**src/rtl/core/assert_macros.svh**
```systemverilog
// ----------------------------------------------------------------------------
// Assertion macros
// Concurrent assertion wrappers shared by the RTL; empty for synthesis.
// ----------------------------------------------------------------------------
`ifndef ASSERT_MACROS_SVH
`define ASSERT_MACROS_SVH

`ifndef SYNTHESIS

// prop must hold at every clock edge outside reset
`define ASSERT_PROP(label, clk, rst_n, prop) \
    label: assert property (@(posedge clk) disable iff (!rst_n) (prop)) \
        else $error("assertion failed");

// cond must never be true at a clock edge outside reset
`define ASSERT_NEVER(label, clk, rst_n, cond) \
    label: assert property (@(posedge clk) disable iff (!rst_n) !(cond)) \
        else $error("forbidden condition seen");

`else

`define ASSERT_PROP(label, clk, rst_n, prop)
`define ASSERT_NEVER(label, clk, rst_n, cond)

`endif

`endif

```
**src/rtl/core/wfr_pkg.sv**
```systemverilog
// ----------------------------------------------------------------------------
// wfr_pkg
// Types, codes and helpers of the WebSocket frame receiver.
// ----------------------------------------------------------------------------
package wfr_pkg;

    localparam int ResultMax = 6;

    typedef enum logic [2:0] {
        PH_HDR1    = 3'd0,
        PH_HDR2    = 3'd1,
        PH_LENHI   = 3'd2,
        PH_LENLO   = 3'd3,
        PH_SKIP    = 3'd4,
        PH_PAYLOAD = 3'd5
    } phase_t;

    typedef enum logic [1:0] {
        ACT_DROP  = 2'd0,
        ACT_DATA  = 2'd1,
        ACT_ECHO  = 2'd2,
        ACT_CLOSE = 2'd3
    } action_t;

    typedef enum logic [2:0] {
        KIND_START  = 3'd0,
        KIND_BYTE   = 3'd1,
        KIND_END    = 3'd2,
        KIND_TX     = 3'd3,
        KIND_CLOSED = 3'd4,
        KIND_ERROR  = 3'd5
    } kind_t;

    typedef enum logic [2:0] {
        ERR_NONE      = 3'd0,
        ERR_RESERVED  = 3'd1,
        ERR_MASKED    = 3'd2,
        ERR_LEN64     = 3'd3,
        ERR_CTRL_LONG = 3'd4,
        ERR_OPCODE    = 3'd5
    } err_t;

    localparam logic [3:0]  OP_CONT  = 4'h0;
    localparam logic [3:0]  OP_TEXT  = 4'h1;
    localparam logic [3:0]  OP_CLOSE = 4'h8;
    localparam logic [3:0]  OP_PING  = 4'h9;
    localparam logic [3:0]  OP_PONG  = 4'hA;

    localparam logic [7:0]  PONG_HDR     = 8'h8A;
    localparam logic [7:0]  MASK_FLAG    = 8'h80;
    localparam logic [15:0] CTRL_MAX_LEN = 16'd125;
    localparam logic [6:0]  LEN_EXT16    = 7'd126;
    localparam logic [6:0]  LEN_EXT64    = 7'd127;
    localparam logic [3:0]  SKIP_MASKED  = 4'd4;
    localparam logic [3:0]  SKIP_LEN64   = 4'd8;

    typedef struct packed {
        kind_t      kind;
        logic [7:0] data;
        err_t       err;
    } result_t;

    typedef struct packed {
        logic [2:0]                   count;
        result_t [ResultMax-1:0]      res;
    } bundle_t;

    typedef struct packed {
        logic       can_load;
        logic [2:0] count;
    } buf_status_t;

    function automatic result_t mk_result(kind_t kind, logic [7:0] data, err_t err);
        result_t r;
        r.kind = kind;
        r.data = data;
        r.err  = err;
        return r;
    endfunction

    // mask byte 0 is bits 31:24
    function automatic logic [7:0] mask_byte(logic [31:0] key, logic [1:0] idx);
        logic [7:0] b;
        unique case (idx)
            2'd0: b = key[31:24];
            2'd1: b = key[23:16];
            2'd2: b = key[15:8];
            default: b = key[7:0];
        endcase
        return b;
    endfunction

endpackage

```
**src/rtl/core/wfr_parser.sv**
```systemverilog
// ----------------------------------------------------------------------------
// wfr_parser
// Frame state and the per-byte decode that yields this item's results.
// ----------------------------------------------------------------------------
module wfr_parser (
    input  logic             aclk,
    input  logic             aresetn,
    input  logic             step,
    input  logic [7:0]       rx_byte,
    input  logic [31:0]      mask_key,
    output wfr_pkg::bundle_t bundle
);

    wfr_pkg::phase_t  phase_reg, phase_next;
    wfr_pkg::action_t act_reg, act_next;
    logic [4:0]       hdr_reg, hdr_next;       // {FIN, opcode}
    logic [15:0]      left_reg, left_next;
    logic [3:0]       skip_reg, skip_next;
    logic             inmsg_reg, inmsg_next;
    logic [31:0]      mask_reg, mask_next;
    logic [1:0]       midx_reg, midx_next;

    always_ff @(posedge aclk) begin
        if (!aresetn) begin
            phase_reg <= wfr_pkg::PH_HDR1;
            act_reg   <= wfr_pkg::ACT_DROP;
            hdr_reg   <= '0;
            left_reg  <= '0;
            skip_reg  <= '0;
            inmsg_reg <= 1'b0;
            mask_reg  <= '0;
            midx_reg  <= '0;
        end else if (step) begin
            phase_reg <= phase_next;
            act_reg   <= act_next;
            hdr_reg   <= hdr_next;
            left_reg  <= left_next;
            skip_reg  <= skip_next;
            inmsg_reg <= inmsg_next;
            mask_reg  <= mask_next;
            midx_reg  <= midx_next;
        end
    end

    always_comb begin
        logic [2:0]  n;
        logic        do_start;
        logic [15:0] frame_len;
        logic [15:0] left_dec;
        logic [3:0]  skip_dec;
        logic [3:0]  op;

        phase_next = phase_reg;
        act_next   = act_reg;
        hdr_next   = hdr_reg;
        left_next  = left_reg;
        skip_next  = skip_reg;
        inmsg_next = inmsg_reg;
        mask_next  = mask_reg;
        midx_next  = midx_reg;
        bundle     = '0;
        n          = '0;
        do_start   = 1'b0;
        frame_len  = '0;
        left_dec   = left_reg;
        skip_dec   = skip_reg;
        op         = hdr_reg[3:0];

        unique case (phase_reg)
            wfr_pkg::PH_HDR1: begin
                hdr_next   = {rx_byte[7], rx_byte[3:0]};
                skip_next  = {1'b0, rx_byte[6:4]};   // reserved bits, judged next byte
                phase_next = wfr_pkg::PH_HDR2;
            end
            wfr_pkg::PH_HDR2: begin
                phase_next = wfr_pkg::PH_HDR1;
                priority if (skip_reg != 4'd0) begin
                    skip_next = '0;
                    bundle.res[n] = wfr_pkg::mk_result(wfr_pkg::KIND_ERROR, 8'h00,
                                                       wfr_pkg::ERR_RESERVED);
                    n = n + 3'd1;
                end else if (rx_byte[7]) begin
                    skip_next  = wfr_pkg::SKIP_MASKED;
                    phase_next = wfr_pkg::PH_SKIP;
                    bundle.res[n] = wfr_pkg::mk_result(wfr_pkg::KIND_ERROR, 8'h00,
                                                       wfr_pkg::ERR_MASKED);
                    n = n + 3'd1;
                end else if (rx_byte[6:0] == wfr_pkg::LEN_EXT64) begin
                    skip_next  = wfr_pkg::SKIP_LEN64;
                    phase_next = wfr_pkg::PH_SKIP;
                    bundle.res[n] = wfr_pkg::mk_result(wfr_pkg::KIND_ERROR, 8'h00,
                                                       wfr_pkg::ERR_LEN64);
                    n = n + 3'd1;
                end else if (rx_byte[6:0] == wfr_pkg::LEN_EXT16) begin
                    phase_next = wfr_pkg::PH_LENHI;
                end else begin
                    do_start  = 1'b1;
                    frame_len = {9'd0, rx_byte[6:0]};
                end
            end
            wfr_pkg::PH_LENHI: begin
                left_next  = {rx_byte, 8'h00};
                phase_next = wfr_pkg::PH_LENLO;
            end
            wfr_pkg::PH_LENLO: begin
                do_start  = 1'b1;
                frame_len = left_reg | {8'h00, rx_byte};
            end
            wfr_pkg::PH_SKIP: begin
                if (skip_reg != 4'd0) begin
                    skip_dec = skip_reg - 4'd1;
                end
                skip_next = skip_dec;
                if (skip_dec == 4'd0) begin
                    phase_next = wfr_pkg::PH_HDR1;
                end
            end
            wfr_pkg::PH_PAYLOAD: begin
                if (act_reg == wfr_pkg::ACT_DATA) begin
                    bundle.res[n] = wfr_pkg::mk_result(wfr_pkg::KIND_BYTE, rx_byte,
                                                       wfr_pkg::ERR_NONE);
                    n = n + 3'd1;
                end else if (act_reg == wfr_pkg::ACT_ECHO) begin
                    bundle.res[n] = wfr_pkg::mk_result(wfr_pkg::KIND_TX,
                        rx_byte ^ wfr_pkg::mask_byte(mask_reg, midx_reg), wfr_pkg::ERR_NONE);
                    n = n + 3'd1;
                    midx_next = midx_reg + 2'd1;
                end
                if (left_reg != 16'd0) begin
                    left_dec = left_reg - 16'd1;
                end
                left_next = left_dec;
                if (left_dec == 16'd0) begin
                    phase_next = wfr_pkg::PH_HDR1;
                    if (act_reg == wfr_pkg::ACT_DATA) begin
                        if (hdr_reg[4]) begin
                            bundle.res[n] = wfr_pkg::mk_result(wfr_pkg::KIND_END, 8'h00,
                                                               wfr_pkg::ERR_NONE);
                            n = n + 3'd1;
                            inmsg_next = 1'b0;
                        end else begin
                            inmsg_next = 1'b1;
                        end
                    end else if (act_reg == wfr_pkg::ACT_CLOSE) begin
                        bundle.res[n] = wfr_pkg::mk_result(wfr_pkg::KIND_CLOSED, 8'h00,
                                                           wfr_pkg::ERR_NONE);
                        n = n + 3'd1;
                    end
                end
            end
            default: begin
                phase_next = wfr_pkg::PH_HDR1;
            end
        endcase

        // header complete: classify the frame
        if (do_start) begin
            phase_next = wfr_pkg::PH_HDR1;
            left_next  = frame_len;
            midx_next  = '0;
            if (op[3] && (frame_len > wfr_pkg::CTRL_MAX_LEN)) begin
                bundle.res[n] = wfr_pkg::mk_result(wfr_pkg::KIND_ERROR, 8'h00,
                                                   wfr_pkg::ERR_CTRL_LONG);
                n = n + 3'd1;
                left_next = '0;
            end else begin
                priority if (op == wfr_pkg::OP_PING) begin
                    act_next  = wfr_pkg::ACT_ECHO;
                    mask_next = mask_key;
                    bundle.res[0] = wfr_pkg::mk_result(wfr_pkg::KIND_TX, wfr_pkg::PONG_HDR,
                                                       wfr_pkg::ERR_NONE);
                    bundle.res[1] = wfr_pkg::mk_result(wfr_pkg::KIND_TX,
                        wfr_pkg::MASK_FLAG | {1'b0, frame_len[6:0]}, wfr_pkg::ERR_NONE);
                    bundle.res[2] = wfr_pkg::mk_result(wfr_pkg::KIND_TX, mask_key[31:24],
                                                       wfr_pkg::ERR_NONE);
                    bundle.res[3] = wfr_pkg::mk_result(wfr_pkg::KIND_TX, mask_key[23:16],
                                                       wfr_pkg::ERR_NONE);
                    bundle.res[4] = wfr_pkg::mk_result(wfr_pkg::KIND_TX, mask_key[15:8],
                                                       wfr_pkg::ERR_NONE);
                    bundle.res[5] = wfr_pkg::mk_result(wfr_pkg::KIND_TX, mask_key[7:0],
                                                       wfr_pkg::ERR_NONE);
                    n = 3'd6;
                end else if (op == wfr_pkg::OP_PONG) begin
                    act_next = wfr_pkg::ACT_DROP;
                end else if (op == wfr_pkg::OP_CLOSE) begin
                    act_next = wfr_pkg::ACT_CLOSE;
                    if (frame_len == 16'd0) begin
                        bundle.res[n] = wfr_pkg::mk_result(wfr_pkg::KIND_CLOSED, 8'h00,
                                                           wfr_pkg::ERR_NONE);
                        n = n + 3'd1;
                    end
                end else if ((op == wfr_pkg::OP_TEXT) ||
                             ((op == wfr_pkg::OP_CONT) && inmsg_reg)) begin
                    act_next = wfr_pkg::ACT_DATA;
                    if (op == wfr_pkg::OP_TEXT) begin
                        bundle.res[n] = wfr_pkg::mk_result(wfr_pkg::KIND_START, 8'h00,
                                                           wfr_pkg::ERR_NONE);
                        n = n + 3'd1;
                    end
                    if (frame_len == 16'd0) begin
                        if (hdr_reg[4]) begin
                            bundle.res[n] = wfr_pkg::mk_result(wfr_pkg::KIND_END, 8'h00,
                                                               wfr_pkg::ERR_NONE);
                            n = n + 3'd1;
                            inmsg_next = 1'b0;
                        end else begin
                            inmsg_next = 1'b1;
                        end
                    end
                end else begin
                    act_next = wfr_pkg::ACT_DROP;
                    bundle.res[n] = wfr_pkg::mk_result(wfr_pkg::KIND_ERROR, 8'h00,
                                                       wfr_pkg::ERR_OPCODE);
                    n = n + 3'd1;
                end
                if (frame_len != 16'd0) begin
                    phase_next = wfr_pkg::PH_PAYLOAD;
                end
            end
        end

        bundle.count = n;
    end

endmodule

```
**src/rtl/core/wfr_result_buffer.sv**
```systemverilog
// ----------------------------------------------------------------------------
// wfr_result_buffer
// Holds one item's results, handing out one per cycle while m_tready is high.
// ----------------------------------------------------------------------------
module wfr_result_buffer (
    input  logic                 aclk,
    input  logic                 aresetn,
    input  logic                 load,
    input  wfr_pkg::bundle_t     bundle,
    input  logic                 m_tready,
    output logic                 m_tvalid,
    output wfr_pkg::result_t     result,
    output logic                 result_last,
    output wfr_pkg::buf_status_t status
);

    wfr_pkg::result_t [wfr_pkg::ResultMax-1:0] res_reg, res_next;
    logic [2:0]                                cnt_reg, cnt_next;
    logic                                      take;

    assign take            = (cnt_reg != 3'd0) && m_tready;
    assign status.can_load = (cnt_reg == 3'd0) || ((cnt_reg == 3'd1) && m_tready);
    assign status.count    = cnt_reg;
    assign m_tvalid        = (cnt_reg != 3'd0);
    assign result          = res_reg[0];
    assign result_last     = (cnt_reg == 3'd1);

    always_comb begin
        res_next = res_reg;
        cnt_next = cnt_reg;
        if (load) begin
            res_next = bundle.res;
            cnt_next = bundle.count;
        end else if (take) begin
            // advance: next result moves to the head
            for (int i = 0; i < wfr_pkg::ResultMax - 1; i++) begin
                res_next[i] = res_reg[i+1];
            end
            cnt_next = cnt_reg - 3'd1;
        end
    end

    always_ff @(posedge aclk) begin
        if (!aresetn) begin
            cnt_reg <= '0;
        end else begin
            cnt_reg <= cnt_next;
        end
    end

    always_ff @(posedge aclk) begin
        res_reg <= res_next;
    end

endmodule

```
**src/rtl/core/websocket_frame_receiver.sv**
```systemverilog
// ----------------------------------------------------------------------------
// websocket_frame_receiver
// Byte-serial parser for server-to-client WebSocket frames with PONG echo.
// ----------------------------------------------------------------------------
//
//  channel | direction | tdata                          | tuser | tlast
//  --------+-----------+--------------------------------+-------+----------------
//  s_      | in        | [7:0] rx_byte, [39:8] mask_key | -     | -
//  m_      | out       | [7:0] data_byte, [10:8] error  | kind  | last of an item
//
//  An item is decoded in the cycle it is accepted; its results (zero to six)
//  land together in the result buffer and leave it one per cycle while
//  m_tready is high. A new item is taken every cycle while each item yields
//  at most one result and m_tready is high; an item with more results (up to
//  six for a PING header) holds s_tready low until its last result is being
//  taken, as all results leave through the single result port. Reset (aresetn
//  low, synchronous) empties the buffer and returns the parser to the first
//  header byte. s_tready follows m_tready when exactly one result is waiting.
//
module websocket_frame_receiver (
    input  logic        aclk,
    input  logic        aresetn,

    input  logic        s_tvalid,
    output logic        s_tready,
    input  logic [39:0] s_tdata,    // [7:0] rx_byte, [39:8] mask_key

    output logic        m_tvalid,
    input  logic        m_tready,
    output logic [15:0] m_tdata,    // [7:0] data_byte, [10:8] error_code, [15:11] zero
    output logic [2:0]  m_tuser,    // [2:0] kind
    output logic        m_tlast
);

`include "assert_macros.svh"

    logic                 accept;
    wfr_pkg::bundle_t     bundle;
    wfr_pkg::result_t     result;
    logic                 result_last;
    wfr_pkg::buf_status_t buf_status;

    // take an item only when the buffer is free or frees this cycle
    assign s_tready = buf_status.can_load;
    assign accept   = s_tvalid && s_tready;

    wfr_parser u_parser (
        .aclk     (aclk),
        .aresetn  (aresetn),
        .step     (accept),
        .rx_byte  (s_tdata[7:0]),
        .mask_key (s_tdata[39:8]),
        .bundle   (bundle)
    );

    wfr_result_buffer u_result_buffer (
        .aclk        (aclk),
        .aresetn     (aresetn),
        .load        (accept),
        .bundle      (bundle),
        .m_tready    (m_tready),
        .m_tvalid    (m_tvalid),
        .result      (result),
        .result_last (result_last),
        .status      (buf_status)
    );

    assign m_tdata = {5'd0, result.err, result.data};
    assign m_tuser = result.kind;
    assign m_tlast = result_last;

    // ready only with room for a whole new item
    `ASSERT_PROP(a_ready_room, aclk, aresetn, s_tready |-> (buf_status.count <= 3'd1))
    // last mark only on the final buffered result
    `ASSERT_PROP(a_last_final, aclk, aresetn, (m_tvalid && m_tlast) |-> (buf_status.count == 3'd1))
    // error results carry a code, other kinds never do
    `ASSERT_PROP(a_err_code, aclk, aresetn, m_tvalid |-> ((result.kind == wfr_pkg::KIND_ERROR) == (result.err != wfr_pkg::ERR_NONE)))
    // no item yields more results than the buffer holds
    `ASSERT_NEVER(a_bundle_fit, aclk, aresetn, accept && (bundle.count > 3'd6))

endmodule

```
**config.mk**
```make
export PLATFORM = sky130hd
export DESIGN_NAME = websocket_frame_receiver
export DESIGN_NICKNAME = d
export VERILOG_FILES = /design/src/rtl/core/wfr_pkg.sv /design/src/rtl/core/wfr_parser.sv /design/src/rtl/core/wfr_result_buffer.sv /design/src/rtl/core/websocket_frame_receiver.sv
export VERILOG_INCLUDE_DIRS = /design/src /design/src/rtl/core
export SDC_FILE = /design/constraint.sdc
export NUM_CORES = 1
export LEC_CHECK = 0
export BUFFER_PORTS_ARGS = -buffer_cell sky130_fd_sc_hd__buf_2
export CORE_MARGIN = 2
export CORE_UTILIZATION = 35
export CTS_CLUSTER_SIZE = 8
export DETAILED_ROUTE_END_ITERATION = 7
export PLACE_DENSITY_LB_ADDON = 0.15
export SLEW_MARGIN = 20
export SYNTH_ARGS = -nofsm -noshare
export SYNTH_HDL_FRONTEND = slang
export SYNTH_HIERARCHICAL = 1
export SYNTH_SLANG_ARGS = --single-unit
```
**constraint.sdc**
```tcl
create_clock -name aclk -period 5.25 [get_ports aclk]
set_clock_uncertainty 0.1 [all_clocks]
set_input_delay 0.525 -clock aclk [delete_from_list [all_inputs] [get_ports aclk]]
set_output_delay 0.525 -clock aclk [all_outputs]
set_load 0.05 [all_outputs]
```
# Word-level counts from Yosys, hierarchy flattened
# Index checks and enable logic that the tools add are counted.
word_totals:
  output_inout_bits: 22
  ram_bits: 0
  romBits: 0
  latch_bits: 0
  reg_bits: 152
  mem_count: 0
  elab_cells: 238
classes:
  n_bitwise: 23
  shift: 0
  n_addsub: 7
  div: 0
  magnitude_cmp: 7
  reduce_logical: 33
  multipliers: 0
  n_mux: 119
  eq_ne: 22
op_table:
  columns: ["operator", "n"]
  rows:
  - ["$mux W84", 20]
  - ["$not A78 Y78", 4]
  - ["$mux W70", 3]
  - ["$and A13 B78 Y78", 2]
  - ["$and A78 B78 Y78", 2]
  - ["$demux W14 S3", 3]
  - ["$mux W14", 8]
  - ["$mux W3", 34]
  - ["$mux W16", 6]
  - ["$and A84 B84 Y84", 1]
  - ["$not A84 Y84", 1]
  - ["$and A66 B66 Y66", 1]
  - ["$not A66 Y66", 1]
  - ["$pmux W16 S2", 2]
  - ["$and A60 B60 Y60", 1]
  - ["$not A60 Y60", 1]
  - ["$logic_not A16 Y1", 2]
  - ["$reduce_bool A16 Y1", 2]
  - ["$pmux W14 S2", 1]
  - ["$mux W8", 3]
  - ["$or A24 B24 Y24", 1]
  - ["$pmux W8 S3", 1]
  - ["$mux W4", 5]
  - ["$mux W1", 18]
  - ["other kinds (44)", 88]

# Longest topological paths before layout
# Gate-level depths: netlist (run 1).
depth:
  ltp_word: 32
  mapped_depth: 19
  mapped_depth_nobuf: 19

# Hierarchy
# Netlist (run 1), hierarchy kept.
modules_own_cells:
  columns: ["module", "seq_area_each_um2", "n_inst", "cells_per_inst", "area_each_um2"]
  rows:
  - ["wfr_parser", 1301.2, 1, 695, 5026.1]
  - ["wfr_result_buffer", 2582.5, 1, 205, 3753.6]
  - ["websocket_frame_receiver", 0.0, 1, 7, 47.5]

# Worst setup path after synthesis (run 1)
# No wires, ideal clock.
synth_path:
  path_type: "register to register"
  startpoint: "register u_result_buffer.cnt_reg[1]"
  endpoint: "register u_result_buffer/res_reg[14] (netlist bit), enable pin"
  path_stages_with_launch: 9
  synth_period_minus_slack_ns: 4.627
  path_slack_ns: 0.623
  path_buffers: 0
  arrival_ns: 4.097
  path_cell_list: "dfxtp_1 -> inv_1 -> ha_1 -> nor2b_1 -> nand2_1 -> nand2_1 -> and2_1 -> inv_1 -> nand2_1"
synth_via:
  elab_chain_len: 5
synth_rtl:
  columns: ["element", "line_no", "rtl"]
  rows:
  - ["start, declared", "wfr_result_buffer.sv:18", "logic [2:0] cnt_reg, cnt_next;"]
  - ["start signal, assigned", "wfr_result_buffer.sv:47", "cnt_reg <= cnt_next;"]
  - ["$eq A3 B1 Y1", null, null]
  - ["via m_tlast", "websocket_frame_receiver.sv:32", "output logic m_tlast"]
  - ["$logic_and A1 B1 Y1", "wfr_result_buffer.sv:22", "assign status.can_load = (cnt_reg == 3'd0) || ((cnt_reg == 3'd1) && m_tready);"]
  - ["$logic_or A1 B1 Y1", "wfr_result_buffer.sv:22", null]
  - ["via s_tready", "websocket_frame_receiver.sv:25", "output logic s_tready,"]
  - ["$logic_and A1 B1 Y1", "websocket_frame_receiver.sv:45", "assign accept = s_tvalid && s_tready;"]
  - ["via accept", "websocket_frame_receiver.sv:37", "logic accept;"]
  - ["$reduce_bool A2 Y1 (no line)", null, null]
  - ["end signal, assigned", "wfr_result_buffer.sv:52", "res_reg <= res_next;"]
  - ["end, declared", "wfr_result_buffer.sv:17", "wfr_pkg::result_t [wfr_pkg::ResultMax-1:0] res_reg, res_next;"]
# The timed path passes the listed nets, and every way through them passes these cells.
# A chain may end at the register's enable or synchronous reset.

==> qor.yml, run 1 <==
sta:
  tightest_slew_ns: 0.999
  final-hold-violation-count: 0
  max_clock_freq_mhz: 234
  slew_viol_final: 0
  post-route-period-util: 0.813
  period_minus_slack_ns: 4.27
  setup_viol: 0
  rsz0062_at_grt: "no"
  relSlewSlack: 0.334
  fin_tns_setup_ns: 0
power_and_ir_drop:
  power.density_nw_per_um2: 540
  leakagePower_uw: 0.00370
  finalPower_uw: 5260
  ir_drop_uv: 280
synth:
  ys_types: 84
  syn_area_per_cell_sq_um: 9.73
  synth_top_area_share: 0.286
  syn_inst: 907
  synth_warnings: 6
  synth.largest_area_cell: "edfxtp_1"
  synthTopCellsByArea: "edfxtp_1 (29%), dfxtp_1 (15%), mux2_2 (8.9%)"
  ys_seq_elements: 152
  synthArstFlopShare: 0
  syn_area_sq_um: 8830
  synthFlopType: "edfxtp_1"
  synth_edf_count: 84
  seq_area_frac_synth: 0.440
clock_network:
  cts_setup_buffers: 0
  clock_latency_ns: 0.43
  clk_pin_slew_ns: 0.07
  ctsResizeCount: 0
  h-tree-depth: 4
  cts_made_buffers: 17
  cts_tree: "done"
  cts-hold-fix-buffers: 0
  cts-root-buf: "clkbuf_16"
  clock_sinks: 152
  clock_tree.buffer_depth: 2
floorplan:
  pin_count: 66
  rows: 58
  die_area_sq_um: 26500
  core_area_sq_um: 25000
  die_x_um: 163
  fp.dieH_um: 163
  initial_utilization: 0.354
worst_setup_path:
  cp.arrival_ns: 4.45
  cp.required_ns: 5.44
  worstSetupStartpointType: "register"
  end_kind: "register"
  rr_worst_depth: 17
  crit_start: "u_parser/left_reg[0]"
  worstPathMaxFanout: 6
  critical_path_class: "register to register"
  timing.rr.start: "u_parser/left_reg[0]"
global_routing:
  grt_pass1_wl_um: 38800
  grt_pass1_vias: 6625
  antenna_found_initial: 0
  grt-ovfl-total: 0
  track_usage: 0.191
  grt_max_degree: 71
routing:
  num_vias: 6894
  firstDrtPassIters: 5
  vias_per_cell: 5.44
  drt-initial-drc-count: 605
  wl_per_cell_um: 19.5
  ant_nets: 0
  wirelength_um: 24800
  drc: 0
placement:
  dp_hpwl_um: 17000
  port_buffers: 60
  dp.cells: 1236
  place_congestion: 0.882
cells_and_area:
  fin_nets: 989
  syn2layout_area_growth_pct: 10.3
  diodes: 0
  final_cells: 1268
  largest_reg_flops: 70
  layout_commonest_cell: "nor2_1"
  final_cell_mix: "nor2_1 (109), edfxtp_1 (84), mux2_2 (70)"
  drive_gt1_frac: 0.213
worst_hold_path:
  whs_path_depth: 3
  hp-class: "primary input to register"
  hp-start: "s_tdata[18]"
status:
  outcome: "finished, final reports clean"
run:
  drv_cap: 0
-- area by class of cell --
class	instances	area, sq um
Tap cell	330	413
Timing Repair Buffer	73	398
Sequential cell	152	3880
Inverter	24	90.1
Fill cell	2541	15200
Multi-Input combinational cell	657	4390
Clock buffer	17	425
Clock inverter	15	138
-- synth_stat cells, drive strengths merged, types with 3 or more instances --
master / number
nor3b: 6
a32oi: 13
mux2i: 8
and3: 4
o2111ai: 3
inv: 23
a2bb2oi: 3
nor2: 110
o21a: 6
and2: 46
nand2: 62
a31oi: 4
a211oi: 7
o21ai: 42
buf: 46
nand3: 21
dfxtp: 68
edfxtp: 84
nor3: 19
clkbuf: 42
or4: 9
or2: 3
a21oi: 49
mux2: 70
nand3b: 6
ha: 20
a22oi: 27
o211ai: 3
a222oi: 8
o31ai: 3
xor2: 4
nand2b: 8
xnor2: 15
or3: 5
nor4: 11
o22ai: 4
nand4: 6
nor2b: 3
-- metal layers --
layer	GRT usage	share of wire	wire length, um	vias to the layer above
li1	-	-	-	3308
met1	0.269	0.47	11500	3349
met2	0.302	0.46	11500	221
met3	0.0339	0.060	1480	16
met4	0.0531	0.011	277	0
met5	0	0	0	-
-- cell families after synthesis --
kind of cell | after synthesis | synth area share
AO/OA/AOI/OAI | 196 | 0.152
XOR/XNOR | 19 | 0.0197
other | 2 | 0.000851
multiplexers | 78 | 0.0984
AND/OR/NAND/NOR | 328 | 0.189
buffers and inverters | 112 | 0.0713
adder cells (fa/ha/maj) | 20 | 0.0283
flip-flops | 152 | 0.440
-- through the flow --
stage               utilization  worst slack, ns  hold slack, ns  instance area (sq um)
global route              0.390            0.621           0.264                   9740
global placement          0.367             1.04           0.369                   9170
finish                    0.390            0.984           0.253                   9740
floorplan                     -            0.623           0.354                   8880
detailed placement        0.367             1.03           0.376                   9170
CTS                       0.390             1.00           0.240                   9730
-- worst paths after layout --
path                                end  slack (ns)
min               u_parser/mask_reg[10]        0.25
max          u_result_buffer/cnt_reg[1]        0.98
min reg2reg       u_parser/mask_reg[28]        0.39
max reg2reg  u_result_buffer/cnt_reg[1]        0.98
-- critical path: stages (launching register included) --
cell      delay (ns)
dfxtp_1         0.37
inv_1           0.10
ha_1            0.19
or3b_4          0.41
or3_1           0.34
a221o_1         0.35
and4bb_2        0.39
and2_1          0.19
nand3_1         0.17
ha_1            0.44
inv_1           0.09
nand2_1         0.06
o21ai_0         0.08
ha_1            0.27
o21a_1          0.18
o22a_1          0.22
nand3_1         0.10
o41ai_2         0.08
-- where the power goes --
group	internal [uW]	switching (uW)
clock	626	562
combinational	739	1380
sequential	1800	149
Note: power is estimated with default switching activity, not from simulation.
==> inputs of run 2 (changes only) <==
--- a/config.mk
+++ b/config.mk
@@ -6,6 +6,7 @@
 export SDC_FILE = /design/constraint.sdc
 export NUM_CORES = 1
 export LEC_CHECK = 0
+export ABC_AREA = 1
 export BUFFER_PORTS_ARGS = -buffer_cell sky130_fd_sc_hd__buf_2
 export CORE_MARGIN = 2
 export CORE_UTILIZATION = 35
==> constraint.sdc (replaced) <==
create_clock -name aclk -period 4 [get_ports aclk]
set_clock_uncertainty 0.1 [all_clocks]
set_input_delay 0.4 -clock aclk [delete_from_list [all_inputs] [get_ports aclk]]
set_output_delay 0.4 -clock aclk [all_outputs]
set_load 0.05 [all_outputs]
==> run 2 against run 1 <==
Compared with the run above: sequential share of layout area is 5.3 points lower; area after synthesis rose by 7.1%; design area increased by 16%; clock power grew 35%; first-iteration DRC count increased by 34%; count of clock-buffer cells in the layout rose by 1; combinational power rose to 3.1 times the previous value; register-to-register slack worse by 0.82 ns; global-route usage increased by 2.1 points; highest routed layer unchanged; wire length up 19%.
==> qor.yml, run 2 <==
floorplan:
  rows: 60  # +3.4%
  die_x_um: 168  # +3.4%
  pin_count: 66  # unchanged
  core_area_sq_um: 26700  # +7.1%
  die_area_sq_um: 28400  # +7.0%
  initial_utilization: 0.354  # about the same
  fp.dieH_um: 168  # +3.4%
routing:
  num_vias: 8957  # +30%
  wl_per_cell_um: 16.5  # -15%
  wirelength_um: 29400  # +19%
  firstDrtPassIters: 5  # unchanged
  drt-initial-drc-count: 811  # +34%
  ant_nets: 0  # unchanged
  drc: 0  # unchanged
  vias_per_cell: 5.03  # -7.6%
cells_and_area:
  drive_gt1_frac: 0.187  # -0.0258
  final_cell_mix: "nand2_1 (419), inv_1 (137), nor2_1 (119)"
  largest_reg_flops: 70  # unchanged
  fin_nets: 1492  # +51%
  syn2layout_area_growth_pct: 18.9
  diodes: 0  # unchanged
  stdcell_area_sq_um: 11200  # +16%
  nFillCells: 2825  # +11%
  layout_commonest_cell: "nand2_1"
sta:
  setup_viol: 0  # unchanged
  slew_viol_final: 0  # unchanged
  period_minus_slack_ns: 3.84  # -0.430 ns
  whs_ns: 0.165  # -0.0877 ns
  tightest_slew_ns: 0.839  # -0.159 ns
  fin_tns_setup_ns: 0  # unchanged
  max_clock_freq_mhz: 261  # +11%
  post-route-period-util: 0.959  # +0.146
  rsz0062_at_grt: "yes"
  relSlewSlack: 0.441  # +0.106
  final-hold-violation-count: 0  # unchanged
power_and_ir_drop:
  ir_drop_uv: 416  # +49%
  power.density_nw_per_um2: 964  # +79%
  leakagePower_uw: 0.00512  # +38%
  finalPower_uw: 10800  # +110%
synth:
  synth.largest_area_cell: "edfxtp_1"
  syn_inst: 1324  # +46%
  synth_common_cells: "nand2_1 (434), inv_1 (143), nor2_1 (132)"
  yosys.cell_count.top_type: "nand2_1"
  synth_top_area_share: 0.267  # -0.0191
  syn_area_sq_um: 9460  # +7.1%
  synth_warnings: 6  # unchanged
  synthTopCellsByArea: "edfxtp_1 (27%), nand2_1 (17%), dfxtp_1 (14%)"
  synthFlopType: "edfxtp_1"
  ys_types: 47  # -44%
  synth_edf_count: 84  # unchanged
  syn_area_per_cell_sq_um: 7.14  # -27%
  ys_seq_elements: 152  # unchanged
  synthArstFlopShare: 0  # unchanged
  seq_area_frac_synth: 0.411  # -0.0293
worst_setup_path:
  worstSetupStartpointType: "register"
  cp.arrival_ns: 4.06  # -0.39 ns
  path_common_cell: "nand2_1"
  crit_family: "simple AND/OR/NAND/NOR gates"
  crit_buf_inv: 6  # +4
  critical_path_class: "register to register"
  cp.required_ns: 4.22  # -1.22 ns
  max_stage_delay_ns: 0.33  # -0.11 ns
  rrSetupSlack_ns: 0.16  # -0.82 ns
  worstPathMaxFanout: 5  # -1
  crit_slowest_cell: "dfxtp_2"
  end_kind: "register"
global_routing:
  grt_max_degree: 102  # +44%
  grt_pass1_vias: 8668  # +31%
  grt-ovfl-total: 0  # unchanged
  track_usage: 0.212  # +0.0210
  grt_pass1_wl_um: 47000  # +21%
  antenna_found_initial: 0  # unchanged
worst_hold_path:
  hp-class: "primary input to register"
placement:
  dp_hpwl_um: 21400  # +26%
  port_buffers: 60  # unchanged
  place_congestion: 0.941  # +6.6%
  dpl_cell_area_sq_um: 10300  # +13%
clock_network:
  h-tree-depth: 4  # unchanged
  cts-root-buf: "clkbuf_16"
  clock_tree.buffer_depth: 2  # unchanged
  cts-hold-fix-buffers: 0  # unchanged
  cts_tree: "done"
  clk_pin_slew_ns: 0.07  # about the same
  clock_sinks: 152  # unchanged
  clock_latency_ns: 0.43  # about the same
  cts_made_buffers: 17  # unchanged
run:
  drv_cap: 0  # unchanged
status:
  outcome: "finished, final reports clean"
-- run 2: cell types whose count changed after synthesis, moves of 27 or more --
cell / delta
a21oi_1: +29
inv_1: +120
mux2_2: -70
and2_1: -46
nand3_1: +33
nand2_1: +372
a22oi_1: -27
o21ai_0: +46
-- run 2: power by group --
part / switching (uW) / leakage [uW] / internal (uW)
clock network: 775 / 0.000283 / 839
registers: 221 / 0.00139 / 2440
logic: 4260 / 0.00345 / 2320
total: 5250 / 0.00512 / 5600
-- run 2: path summary, 6_finish.rpt --
check | from | end | cells past startpoint
max | u_parser/left_reg[0] | u_result_buffer/cnt_reg[1] | 32
min | s_tdata[18] | u_parser/mask_reg[10] | 3
max reg2reg | u_parser/left_reg[0] | u_result_buffer/cnt_reg[1] | 32
min reg2reg | u_parser/mask_reg[16] | u_parser/mask_reg[16] | 2
-- run 2: worst register-to-register path: cells and delay by family, from the launching register on --
family                   cells  cell delay (ns)
AND/OR/NAND/NOR             18             1.55
adder cells (fa/ha/maj)      3             0.66
buffers and inverters        6             0.61
AO/OA/AOI/OAI                4             0.34
flip-flops                   1             0.33
XOR/XNOR                     1             0.14
-- run 2: logic make-up after synthesis --
logic type / synth area share
xor+xnor: 0.0102
fa+ha+maj: 0.0265
flops: 0.411
simple gates: 0.297
other cells: 0.000794
compound gates: 0.137
buf+inv: 0.118
-- run 2: final cells by class --
cell class              count  area (sq um)  area share
multi-input cells         949          4730       0.421
well taps                 341           427      0.0379
inverters                 158           599      0.0533
repair buffers            150          1020      0.0911
clock buffers              18           429      0.0381
flip-flops and latches    152          3890       0.345
clock inverters            14           151      0.0135
-- run 2: per-layer routing --
metal  global-route usage  up-vias  share of wire
li1                     -     4470              -
met1                0.293     4153           0.47
met2                0.347      286           0.46
met3               0.0291       48          0.053
met4               0.0618        0          0.020
met5                    0        -              0
-- run 2: what timing repair did --
item,in CTS,in global routing
pin swaps,11,29
buffers inserted,12,5
setup endpoints to repair,8,9
resized for setup,20,46
-- run 2: per-stage QoR --
| stage | cells | setup WS (ns) | utilization |
|---|---|---|---|
| final | 1782 | 0.164 | 0.421 |
| after floorplan | 1338 | 0.0473 | - |
| after CTS | 1778 | 0.0000746 | 0.414 |
| after global routing | 1782 | -0.126 | 0.421 |
| after detailed placement | 1734 | -0.198 | 0.386 |
| after global placement | 1734 | -0.102 | 0.386 |
